<file path="src/design/troi_pkg.sv">
// ----------------------------------------------------------------------------
// troi_pkg
// Shared types and constants of the thermal ROI statistics core.
// ----------------------------------------------------------------------------
package troi_pkg;

    localparam int DEF_MAX_WIDTH = 4096;

    localparam logic signed [23:0] T_MAX      = 24'sh7FFFFF;
    localparam logic signed [23:0] T_MIN      = -24'sh800000;
    localparam int                 KELVIN_Q16 = 17901158;
    localparam logic [12:0]        ROW_CAP    = 13'd8191;

    // sample_format codes
    localparam logic [1:0] FMT_INT16 = 2'd0;
    localparam logic [1:0] FMT_FLOAT = 2'd1;

    // configuration register indexes
    localparam logic [2:0] CFG_FORMAT  = 3'd0;
    localparam logic [2:0] CFG_FWIDTH  = 3'd1;
    localparam logic [2:0] CFG_ISCALE  = 3'd2;
    localparam logic [2:0] CFG_KOFFSET = 3'd3;
    localparam logic [2:0] CFG_ROI_X   = 3'd4;
    localparam logic [2:0] CFG_ROI_Y   = 3'd5;
    localparam logic [2:0] CFG_ROI_W   = 3'd6;
    localparam logic [2:0] CFG_ROI_H   = 3'd7;

    typedef enum logic [2:0] {
        ST_IDLE,
        ST_MUL,
        ST_CONV,
        ST_ACC,
        ST_DIV,
        ST_FIN
    } t_state;

    typedef struct packed {
        logic load_in;
        logic mul;
        logic conv;
        logic acc;
        logic div_start;
        logic load_out;
    } t_dp_cmd;

    typedef struct packed {
        logic last;
        logic div_done;
        logic out_busy;
    } t_dp_sts;

endpackage

</file>
<file path="src/design/thermal_roi_statistics_core.sv">
// ----------------------------------------------------------------------------
// thermal_roi_statistics_core
// Each pixel beat passes through the sequencer states multiply, convert,
// accumulate and output load before its result beat; a frame-end pixel also
// waits for the bit-serial 48-bit mean divider. A new pixel is taken only once the last one is done.
// Reset: synchronous active low; loads default configuration and clears
// positions and statistics.
// ----------------------------------------------------------------------------
module thermal_roi_statistics_core #(
    parameter int MAX_WIDTH = troi_pkg::DEF_MAX_WIDTH
) (
    input  logic         i_clk,
    input  logic         i_rst_n,
    input  logic         i_cfg_we,
    input  logic [2:0]   i_cfg_addr,
    input  logic [23:0]  i_cfg_data,
    input  logic         s_axis_tvalid,
    output logic         s_axis_tready,
    input  logic [31:0]  s_axis_tdata,   // raw_word
    input  logic         s_axis_tlast,   // last_in_frame
    output logic         m_axis_tvalid,
    input  logic         m_axis_tready,
    // temperature, roi_max, roi_min, roi_average, roi_count, zero pad
    output logic [127:0] m_axis_tdata,
    output logic         m_axis_tlast    // frame_done
);
    import troi_pkg::*;

    t_dp_cmd w_cmd;
    t_dp_sts w_sts;

    troi_ctrl u_ctrl (
        .i_clk      (i_clk),
        .i_rst_n    (i_rst_n),
        .i_in_valid (s_axis_tvalid),
        .o_in_ready (s_axis_tready),
        .i_sts      (w_sts),
        .o_cmd      (w_cmd)
    );

    troi_dp #(.MAX_WIDTH(MAX_WIDTH)) u_dp (
        .i_clk       (i_clk),
        .i_rst_n     (i_rst_n),
        .i_cfg_we    (i_cfg_we),
        .i_cfg_addr  (i_cfg_addr),
        .i_cfg_data  (i_cfg_data),
        .i_word      (s_axis_tdata),
        .i_last      (s_axis_tlast),
        .i_cmd       (w_cmd),
        .o_sts       (w_sts),
        .i_out_ready (m_axis_tready),
        .o_out_valid (m_axis_tvalid),
        .o_out_data  (m_axis_tdata),
        .o_out_last  (m_axis_tlast)
    );
endmodule

</file>
<file path="src/design/troi_div.sv">
// ----------------------------------------------------------------------------
// troi_div
// Restoring unsigned divider, one quotient bit per cycle.
// ----------------------------------------------------------------------------
module troi_div (
    input  logic        i_clk,
    input  logic        i_rst_n,
    input  logic        i_start,
    input  logic [47:0] i_dividend,
    input  logic [24:0] i_divisor,
    output logic        o_done,
    output logic [47:0] o_quotient
);
    localparam int DIV_STEPS = 48;
    localparam int SW        = $clog2(DIV_STEPS + 1);

    logic [SW-1:0] r_steps;
    logic          r_busy;
    logic          r_done;
    logic [47:0]   r_quo;
    logic [24:0]   r_rem;
    logic [24:0]   r_dvs;
    logic [25:0]   w_trial;
    logic          w_fit;

    assign w_trial = {r_rem, r_quo[47]};
    assign w_fit   = w_trial >= {1'b0, r_dvs};

    always_ff @(posedge i_clk) begin
        if (!i_rst_n) begin
            r_busy  <= 1'b0;
            r_done  <= 1'b0;
            r_steps <= '0;
        end else begin
            r_done <= 1'b0;
            if (i_start) begin
                r_busy  <= 1'b1;
                r_steps <= SW'(DIV_STEPS);
            end else if (r_busy) begin
                r_steps <= r_steps - SW'(1);
                if (r_steps == SW'(1)) begin
                    r_busy <= 1'b0;
                    r_done <= 1'b1;
                end
            end
        end
    end

    always_ff @(posedge i_clk) begin
        if (i_start) begin
            r_quo <= i_dividend;
            r_rem <= '0;
            r_dvs <= i_divisor;
        end else if (r_busy) begin
            r_quo <= {r_quo[46:0], w_fit};
            // remainder stays below the divisor, so 25 bits hold it
            r_rem <= w_fit ? 25'(w_trial - {1'b0, r_dvs}) : w_trial[24:0];
        end
    end

    assign o_done     = r_done;
    assign o_quotient = r_quo;
endmodule

</file>
<file path="src/design/troi_dp.sv">
// ----------------------------------------------------------------------------
// troi_dp
// Datapath: configuration, pixel conversion, position tracking, region
// statistics, mean divider and output register.
// ----------------------------------------------------------------------------
module troi_dp #(
    parameter int MAX_WIDTH = troi_pkg::DEF_MAX_WIDTH
) (
    input  logic             i_clk,
    input  logic             i_rst_n,
    input  logic             i_cfg_we,
    input  logic [2:0]       i_cfg_addr,
    input  logic [23:0]      i_cfg_data,
    input  logic [31:0]      i_word,
    input  logic             i_last,
    input  troi_pkg::t_dp_cmd i_cmd,
    output troi_pkg::t_dp_sts o_sts,
    input  logic             i_out_ready,
    output logic             o_out_valid,
    output logic [127:0]     o_out_data,
    output logic             o_out_last
);
    import troi_pkg::*;

    localparam int          CW   = $clog2(MAX_WIDTH);
    localparam logic [14:0] MAXW = 15'(MAX_WIDTH);

    // configuration
    logic [1:0]         r_fmt;
    logic [12:0]        r_fw;
    logic [23:0]        r_isc;
    logic signed [23:0] r_koff;
    logic signed [12:0] r_rx;
    logic signed [12:0] r_ry;
    logic [13:0]        r_rw;
    logic [13:0]        r_rh;

    always_ff @(posedge i_clk) begin
        if (!i_rst_n) begin
            r_fmt  <= FMT_INT16;
            r_fw   <= 13'd640;
            r_isc  <= 24'd65536;
            r_koff <= '0;
            r_rx   <= '0;
            r_ry   <= '0;
            r_rw   <= 14'd8192;
            r_rh   <= 14'd8192;
        end else if (i_cfg_we) begin
            case (i_cfg_addr)
                CFG_FORMAT:  r_fmt  <= i_cfg_data[1:0];
                CFG_FWIDTH:  r_fw   <= i_cfg_data[12:0];
                CFG_ISCALE:  r_isc  <= i_cfg_data;
                CFG_KOFFSET: r_koff <= $signed(i_cfg_data);
                CFG_ROI_X:   r_rx   <= $signed(i_cfg_data[12:0]);
                CFG_ROI_Y:   r_ry   <= $signed(i_cfg_data[12:0]);
                CFG_ROI_W:   r_rw   <= i_cfg_data[13:0];
                CFG_ROI_H:   r_rh   <= i_cfg_data[13:0];
                default:     ;
            endcase
        end
    end

    // positions and region test
    logic [CW-1:0]      r_col;
    logic [12:0]        r_row;
    logic [14:0]        w_weff;
    logic [14:0]        w_colx;
    logic signed [16:0] w_xs, w_xe, w_xe_raw, w_ys, w_ye, w_c, w_r;
    logic               w_inside;

    always_comb begin
        if (r_fw == 13'd0)            w_weff = 15'd1;
        else if ({2'b0, r_fw} > MAXW) w_weff = MAXW;
        else                          w_weff = {2'b0, r_fw};
        w_colx   = 15'(r_col);
        w_xs     = r_rx[12] ? 17'sd0 : 17'(r_rx);
        w_xe_raw = 17'(r_rx) + $signed({3'b0, r_rw});
        w_xe     = (w_xe_raw > $signed({2'b0, w_weff})) ? $signed({2'b0, w_weff}) : w_xe_raw;
        w_ys     = r_ry[12] ? 17'sd0 : 17'(r_ry);
        w_ye     = 17'(r_ry) + $signed({3'b0, r_rh});
        w_c      = $signed({2'b0, w_colx});
        w_r      = $signed({4'b0, r_row});
        w_inside = (w_c >= w_xs) && (w_c < w_xe) && (w_r >= w_ys) && (w_r < w_ye);
    end

    always_ff @(posedge i_clk) begin
        if (!i_rst_n) begin
            r_col <= '0;
            r_row <= '0;
        end else if (i_cmd.load_in) begin
            if (i_last) begin
                r_col <= '0;
                r_row <= '0;
            end else if (w_colx + 15'd1 >= w_weff) begin
                r_col <= '0;
                if (r_row < ROW_CAP) r_row <= r_row + 13'd1;
            end else begin
                r_col <= r_col + CW'(1);
            end
        end
    end

    // conversion
    function automatic logic signed [23:0] f_float(input logic [31:0] w);
        logic        neg;
        logic [7:0]  ex;
        logic [24:0] man;
        logic [4:0]  r;
        logic [25:0] rnd;
        logic [24:0] mag;
        logic signed [23:0] res;
        neg = w[31];
        ex  = w[30:23];
        man = {2'b01, w[22:0]};
        r   = 5'(8'd142 - ex);
        rnd = 26'(man) + (26'd1 << (r - 5'd1));
        mag = 25'(rnd >> r);
        if (ex == 8'hFF)
            res = (w[22:0] != 23'd0) ? 24'sd0 : (neg ? T_MIN : T_MAX);
        else if (ex == 8'd0 || ex < 8'd117)
            res = 24'sd0;
        else if (ex >= 8'd142)
            res = neg ? T_MIN : T_MAX;
        else if (neg)
            res = 24'(-$signed({1'b0, mag}));
        else
            res = mag[23] ? T_MAX : $signed(mag[23:0]);
        return res;
    endfunction

    logic [31:0]        r_word;
    logic               r_last;
    logic               r_inside;
    logic signed [40:0] r_prod;
    logic signed [23:0] r_ftemp;
    logic signed [23:0] r_temp;
    logic               r_valid;
    logic signed [40:0] w_prod;
    logic signed [41:0] w_acc;
    logic signed [41:0] w_shr;
    logic signed [23:0] w_itemp;

    assign w_prod = $signed(r_word[15:0]) * $signed({1'b0, r_isc});

    always_comb begin
        w_acc = 42'(r_prod) + (42'(r_koff) <<< 8) - 42'sd17901158 + 42'sd128;
        w_shr = w_acc >>> 8;
        if (w_shr > 42'(T_MAX))      w_itemp = T_MAX;
        else if (w_shr < 42'(T_MIN)) w_itemp = T_MIN;
        else                         w_itemp = w_shr[23:0];
    end

    always_ff @(posedge i_clk) begin
        if (i_cmd.load_in) begin
            r_word   <= i_word;
            r_last   <= i_last;
            r_inside <= w_inside;
        end
        if (i_cmd.mul) begin
            r_prod  <= w_prod;
            r_ftemp <= f_float(r_word);
        end
        if (i_cmd.conv) begin
            r_valid <= (r_fmt == FMT_INT16) || (r_fmt == FMT_FLOAT);
            case (r_fmt)
                FMT_INT16: r_temp <= w_itemp;
                FMT_FLOAT: r_temp <= r_ftemp;
                default:   r_temp <= '0;
            endcase
        end
    end

    // statistics
    logic signed [23:0] r_max, r_min;
    logic signed [47:0] r_sum;
    logic [24:0]        r_cnt;
    logic               w_upd;
    logic               w_clear;

    assign w_upd   = i_cmd.acc && r_valid && r_inside && !r_cnt[24];
    assign w_clear = i_cmd.load_out && r_last;

    always_ff @(posedge i_clk) begin
        if (!i_rst_n || w_clear) begin
            r_max <= T_MIN;
            r_min <= T_MAX;
            r_sum <= '0;
            r_cnt <= '0;
        end else if (w_upd) begin
            if (r_temp > r_max) r_max <= r_temp;
            if (r_temp < r_min) r_min <= r_temp;
            r_sum <= r_sum + 48'(r_temp);
            r_cnt <= r_cnt + 25'd1;
        end
    end

    // mean
    logic               r_div_start;
    logic               w_div_done;
    logic [47:0]        w_quo;
    logic [47:0]        w_abs_sum;
    logic signed [25:0] w_avg_full;
    logic signed [23:0] w_avg;

    // start in the cycle after div_start so the frame-end pixel is already in sum and count
    always_ff @(posedge i_clk) begin
        if (!i_rst_n) r_div_start <= 1'b0;
        else          r_div_start <= i_cmd.div_start;
    end

    assign w_abs_sum = r_sum[47] ? 48'(-r_sum) : r_sum;

    troi_div u_div (
        .i_clk      (i_clk),
        .i_rst_n    (i_rst_n),
        .i_start    (r_div_start),
        .i_dividend (w_abs_sum),
        .i_divisor  (r_cnt),
        .o_done     (w_div_done),
        .o_quotient (w_quo)
    );

    always_comb begin
        w_avg_full = r_sum[47] ? -$signed({1'b0, w_quo[24:0]}) : $signed({1'b0, w_quo[24:0]});
        if (r_cnt == 25'd0)               w_avg = '0;
        else if (w_avg_full > 26'(T_MAX)) w_avg = T_MAX;
        else if (w_avg_full < 26'(T_MIN)) w_avg = T_MIN;
        else                              w_avg = w_avg_full[23:0];
    end

    // output register
    logic         r_ovalid;
    logic [127:0] r_odata;
    logic         r_olast;

    always_ff @(posedge i_clk) begin
        if (!i_rst_n) begin
            r_ovalid <= 1'b0;
        end else if (i_cmd.load_out) begin
            r_ovalid <= 1'b1;
        end else if (i_out_ready) begin
            r_ovalid <= 1'b0;
        end
    end

    always_ff @(posedge i_clk) begin
        if (i_cmd.load_out) begin
            r_olast <= r_last;
            if (r_last)
                r_odata <= {7'd0, r_cnt, w_avg, r_min, r_max, r_temp};
            else
                r_odata <= {104'd0, r_temp};
        end
    end

    assign o_sts.last     = r_last;
    assign o_sts.div_done = w_div_done;
    assign o_sts.out_busy = r_ovalid && !i_out_ready;
    assign o_out_valid    = r_ovalid;
    assign o_out_data     = r_odata;
    assign o_out_last     = r_olast;
endmodule

</file>
<file path="src/design/troi_ctrl.sv">
// ----------------------------------------------------------------------------
// troi_ctrl
// Sequencer: steps one pixel through multiply, convert, accumulate, optional
// mean division and output load.
// ----------------------------------------------------------------------------
module troi_ctrl (
    input  logic              i_clk,
    input  logic              i_rst_n,
    input  logic              i_in_valid,
    output logic              o_in_ready,
    input  troi_pkg::t_dp_sts i_sts,
    output troi_pkg::t_dp_cmd o_cmd
);
    import troi_pkg::*;

    t_state r_state, n_state;

    always_ff @(posedge i_clk) begin
        if (!i_rst_n) r_state <= ST_IDLE;
        else          r_state <= n_state;
    end

    always_comb begin
        n_state = r_state;
        case (r_state)
            ST_IDLE: if (i_in_valid) n_state = ST_MUL;
            ST_MUL:  n_state = ST_CONV;
            ST_CONV: n_state = ST_ACC;
            ST_ACC:  n_state = i_sts.last ? ST_DIV : ST_FIN;
            ST_DIV:  if (i_sts.div_done) n_state = ST_FIN;
            ST_FIN:  if (!i_sts.out_busy) n_state = ST_IDLE;
            default: n_state = ST_IDLE;
        endcase
    end

    always_comb begin
        o_cmd      = '0;
        o_in_ready = 1'b0;
        case (r_state)
            ST_IDLE: begin
                o_in_ready    = 1'b1;
                o_cmd.load_in = i_in_valid;
            end
            ST_MUL:  o_cmd.mul  = 1'b1;
            ST_CONV: o_cmd.conv = 1'b1;
            ST_ACC: begin
                o_cmd.acc       = 1'b1;
                o_cmd.div_start = i_sts.last;
            end
            ST_FIN:  o_cmd.load_out = !i_sts.out_busy;
            default: ;
        endcase
    end
endmodule

</file>
<file path="config.mk">
export PLATFORM = sky130hd
export DESIGN_NAME = thermal_roi_statistics_core
export DESIGN_NICKNAME = d
export VERILOG_FILES = /design/src/design/troi_pkg.sv /design/src/design/thermal_roi_statistics_core.sv /design/src/design/troi_div.sv /design/src/design/troi_dp.sv /design/src/design/troi_ctrl.sv
export SDC_FILE = /design/constraint.sdc
export NUM_CORES = 2
export LEC_CHECK = 0
export BUFFER_PORTS_ARGS = -buffer_cell sky130_fd_sc_hd__buf_2
export CAP_MARGIN = 20
export CORE_MARGIN = 1.5
export CORE_UTILIZATION = 29
export CTS_CLUSTER_SIZE = 28
export DETAILED_ROUTE_END_ITERATION = 8
export PLACE_DENSITY = 0.41
export SYNTH_ARGS = -nofsm -noshare
export SYNTH_HDL_FRONTEND = slang
export SYNTH_SLANG_ARGS = --single-unit
</file>
<file path="constraint.sdc">
create_clock -name i_clk -period 8.9 [get_ports i_clk]
set_clock_uncertainty 0.15 [all_clocks]
set_input_delay 0.89 -clock i_clk [delete_from_list [all_inputs] [get_ports i_clk]]
set_output_delay 0.89 -clock i_clk [all_outputs]
set_load 0.005 [all_outputs]
</file>
==> flow_summary.json <==
{
  "internal_power_mw": 7.029,
  "period_share_pct": 91.83,
  "hp-class": "in -> reg",
  "path_buf_inv": 5,
  "yosysSeqAreaShare_pct": 29.85,
  "synth_edf_count": 318,
  "cap_violations": 0,
  "p_seq_share_pct": 31.2,
  "crit_fanout": 23,
  "critPathKind": "reg -> reg",
  "yosys-top-cells-count": "824 x nand2_1, 621 x inv_1, 469 x ha_1, 346 x nor2_1, 318 x edfxtp_1",
  "dr.first_iter.drc_count": 2310,
  "synth.most_common_cell": "nand2_1",
  "num_vias": 41640,
  "fmaxAchievable_mhz": 122.4,
  "ios": 196,
  "crit_path_start_kind": "register",
  "num_rows": 155,
  "fillers": 18770,
  "status": "finished, final reports clean",
  "hpwlAfterDp_um": 129500,
  "grt_pass1_wl_um": 260500,
  "switchingPower_mw": 4.477,
  "numClockSinks": 619,
  "syn-cell-area_um2": 52170,
  "grt_max_degree": 89,
  "setup-tns-final_ns": 0,
  "synth_top_area_share_pct": 18.30,
  "drv_slew": 0,
  "dieArea_um2": 182400,
  "grt_pass1_vias": 41750,
  "crit_slowest_cell": "edfxtp_1",
  "ant_nets": 0,
  "start_util_pct": 29.21,
  "tritoncts": "yes",
  "worstPathRequired_ns": 9.18,
  "drt-total-wl_um": 169400,
  "die_w_um": 427.1,
  "clock_power_share_pct": 29.1,
  "p_leak_nw": 25.17,
  "cts_buffer_depth": 3,
  "postCtsSetupRepairBufs": 0,
  "ys_async_sr_fraction_pct": 0,
  "crit_family": "adder cells",
  "cts_resized": 0,
  "track_usage_pct": 18.49,
  "fp.coreArea_um2": 178600,
  "via_per_inst": 4.938,
  "yosysWarnings": 0,
  "finalNetCount": 6855,
  "drive_gt1_share_pct": 8.030,
  "min_period_ns": 8.172,
  "switching_share_pct": 38.91,
  "hold_buffers": 0,
  "clk_pin_slew_worst_paths_ns": 0.07,
  "endpoint_kind": "register",
  "synth-main-ff-cell": "edfxtp_1",
  "tightest_slew_ns": 1.089,
  "syn_area_per_cell_um2": 8.847,
  "setup_viol": 0,
  "regArea_um2": 15580,
  "htreeDepth": 3,
  "antenna_found_initial": 5,
  "clk_latency_ns": 0.70,
  "synthDistinctLibCells": 104,
  "drc_errors": 0,
  "drt-wirelength-per-cell_um": 20.09,
  "comb_power_share_pct": 39.7,
  "rsz0062_at_grt": "no",
  "yosysTopAreaCell": "edfxtp_1",
  "hold_ws_ns": 0.2156,
  "cts_root_buffer": "clkbuf_16",
  "synth_area_leaders": "edfxtp_1 18%, fa_1 12%, dfxtp_1 12%, ha_1 11%, nand2_1 5.9%",
  "hold_path.startpoint": "s_axis_tdata[31]",
  "syn_inst": 5897,
  "cts_buffers": 82,
  "worstSetupStartpoint": "u_dp.r_word[3]",
  "ir_drop_mv": 0.1303,
  "fp.dieH_um": 427.1,
  "gp_congestion": 0.8730,
  "synth-seq-cells": 619,
  "portBuffers": 188,
  "max_stage_delay_ns": 1.06,
  "grt_overflow_total": 0,
  "r2r-start": "u_dp.r_word[3]",
  "multiInputGateArea_um2": 33320,
  "areaGrowthSynthToFinish_pct": 12.25,
  "cp.arrival_ns": 8.45,
  "crit_top_cell": "fa_1",
  "slew_headroom_pct": 27.37,
  "power_density_nw_per_um2": 196.5,
  "final-hold-violation-count": 0,
  "firstDrtPassIters": 6
}
[per-stage QoR]
step / cell area (µm²) / util, % / std cells / setup slack [ns] / total power [mW]
2_1_floorplan: 52190 / - / 5903 / 1.289 / 6.796
3_3_place_gp: 55750 / 31.21 / 8270 / 0.9020 / 8.227
6_report: 58560 / 32.78 / 8434 / 0.7275 / 11.51
4_1_cts: 58470 / 32.74 / 8426 / 0.7717 / 11.68
3_5_place_dp: 55800 / 31.24 / 8275 / 0.7937 / 8.218
5_1_grt: 58560 / 32.78 / 8434 / 0.1899 / 12.30
[flip-flops by register name, indices dropped and copies added (netlist names), 24 cells and up]
register / count
u_dp.u_div.r_rem: 25
u_dp.r_cnt: 25
u_dp.u_div.o_quotient: 48
u_dp.o_out_data: 121
u_dp.r_koff: 24
u_dp.r_ftemp: 24
u_dp.r_max: 24
u_dp.u_div.r_dvs: 25
u_dp.r_temp: 24
u_dp.r_min: 24
u_dp.r_sum: 48
u_dp.r_word: 32
u_dp.r_isc: 24
u_dp.r_prod: 40
[worst register-to-register path: stages (launching register included)]
cell and delay (ns):
edfxtp_1 1.06, nand2_1 0.20, fa_1 0.57, inv_1 0.05, fa_1 0.47, inv_1 0.05, fa_1 0.49, inv_1 0.05
fa_1 0.47, inv_1 0.05, fa_1 0.55, inv_1 0.06, fa_1 0.44, ha_1 0.38, a21o_1 0.18, a21oi_1 0.33
nor2_1 0.09, a21oi_1 0.16, a31oi_1 0.18, a41oi_1 0.37, o31ai_1 0.15, nand2_1 0.10, a21oi_1 0.11, and4_1 0.22
a2111oi_0 0.60, a21oi_1 0.18, xor2_1 0.17
[layout make-up]
| cell class | count | area share [%] |
|---|---|---|
| antenna | 2 | 0.008547 |
| clock buffer | 106 | 3.797 |
| sequential | 619 | 26.61 |
| inverter | 622 | 3.987 |
| clock inverter | 45 | 0.7714 |
| multi-input combinational | 4402 | 56.90 |
| tap | 2355 | 5.032 |
| timing repair buffer | 283 | 2.900 |
[routing by layer]
metal / wire, µm / GRT usage (%)
met1: 81080 / 25.77
met2: 77750 / 30.11
met3: 6505 / 2.029
met4: 4076 / 5.177
met5: 11 / 0
[power groups by stage]
stage / combinational, mW / clock (mW) / sequential [mW]
detailed placement: 4.56 / 0 / 3.65
global placement: 4.57 / 0 / 3.65
floorplan: 3.27 / 0 / 3.53
global route: 5.10 / 3.57 / 3.62
CTS: 4.60 / 3.48 / 3.60
finish: 4.56 / 3.35 / 3.59
[cell families after synthesis]
logic type | synth area share [%]
AOI/OAI and AO/OA | 15.91
xor gates and xnor gates | 4.749
adders and majority gates | 23.18
buffers and inverters | 6.442
DFF | 29.85
muxes | 1.202
other | 0.007188
and+or+nand+nor | 18.65
[layout by cell type (no fill, tap or decap), types with 18 or more instances in the layout]
master     synthesis  final
o21bai_1          18     18
a221o_1           19     19
a31oi_1           34     34
clkbuf_16          0     83
edfxtp_1         318    318
or4_1             20     20
inv_1            621    619
nor2b_1           59     59
buf_2              8    188
ha_1             469    469
a21boi_0         137    137
nand2_1          824    822
and2_1           217    217
nor4_1            33     32
o21ai_0          233    233
mux2i_1           48     48
nand2b_1          95     95
nor2_1           346    345
xor2_1           142    142
a211oi_1          65     65
or3_1             36     36
or2_2             18     18
a21oi_1          293    292
nand3_1          163    162
and3_1            35     35
dfxtp_1          301    299
nor3_1            85     84
fa_1             311    311
buf_4             10     89
o21a_1            78     78
nand4_1           49     49
o31ai_1           40     40
a21o_1            94     94
xnor2_1          132    132
o211ai_1          24     24
[path summary, 6_finish.rpt]
kind / to / slack [ns] / cells past startpoint
setup / recovery: u_dp.r_prod[39] / 0.73 / 26
hold / removal: u_dp.r_word[31] / 0.22 / 1
setup reg to reg: u_dp.r_prod[39] / 0.73 / 26
hold reg to reg: u_dp.r_isc[18] / 0.32 / 2
Power figures use the tool's default switching activity.
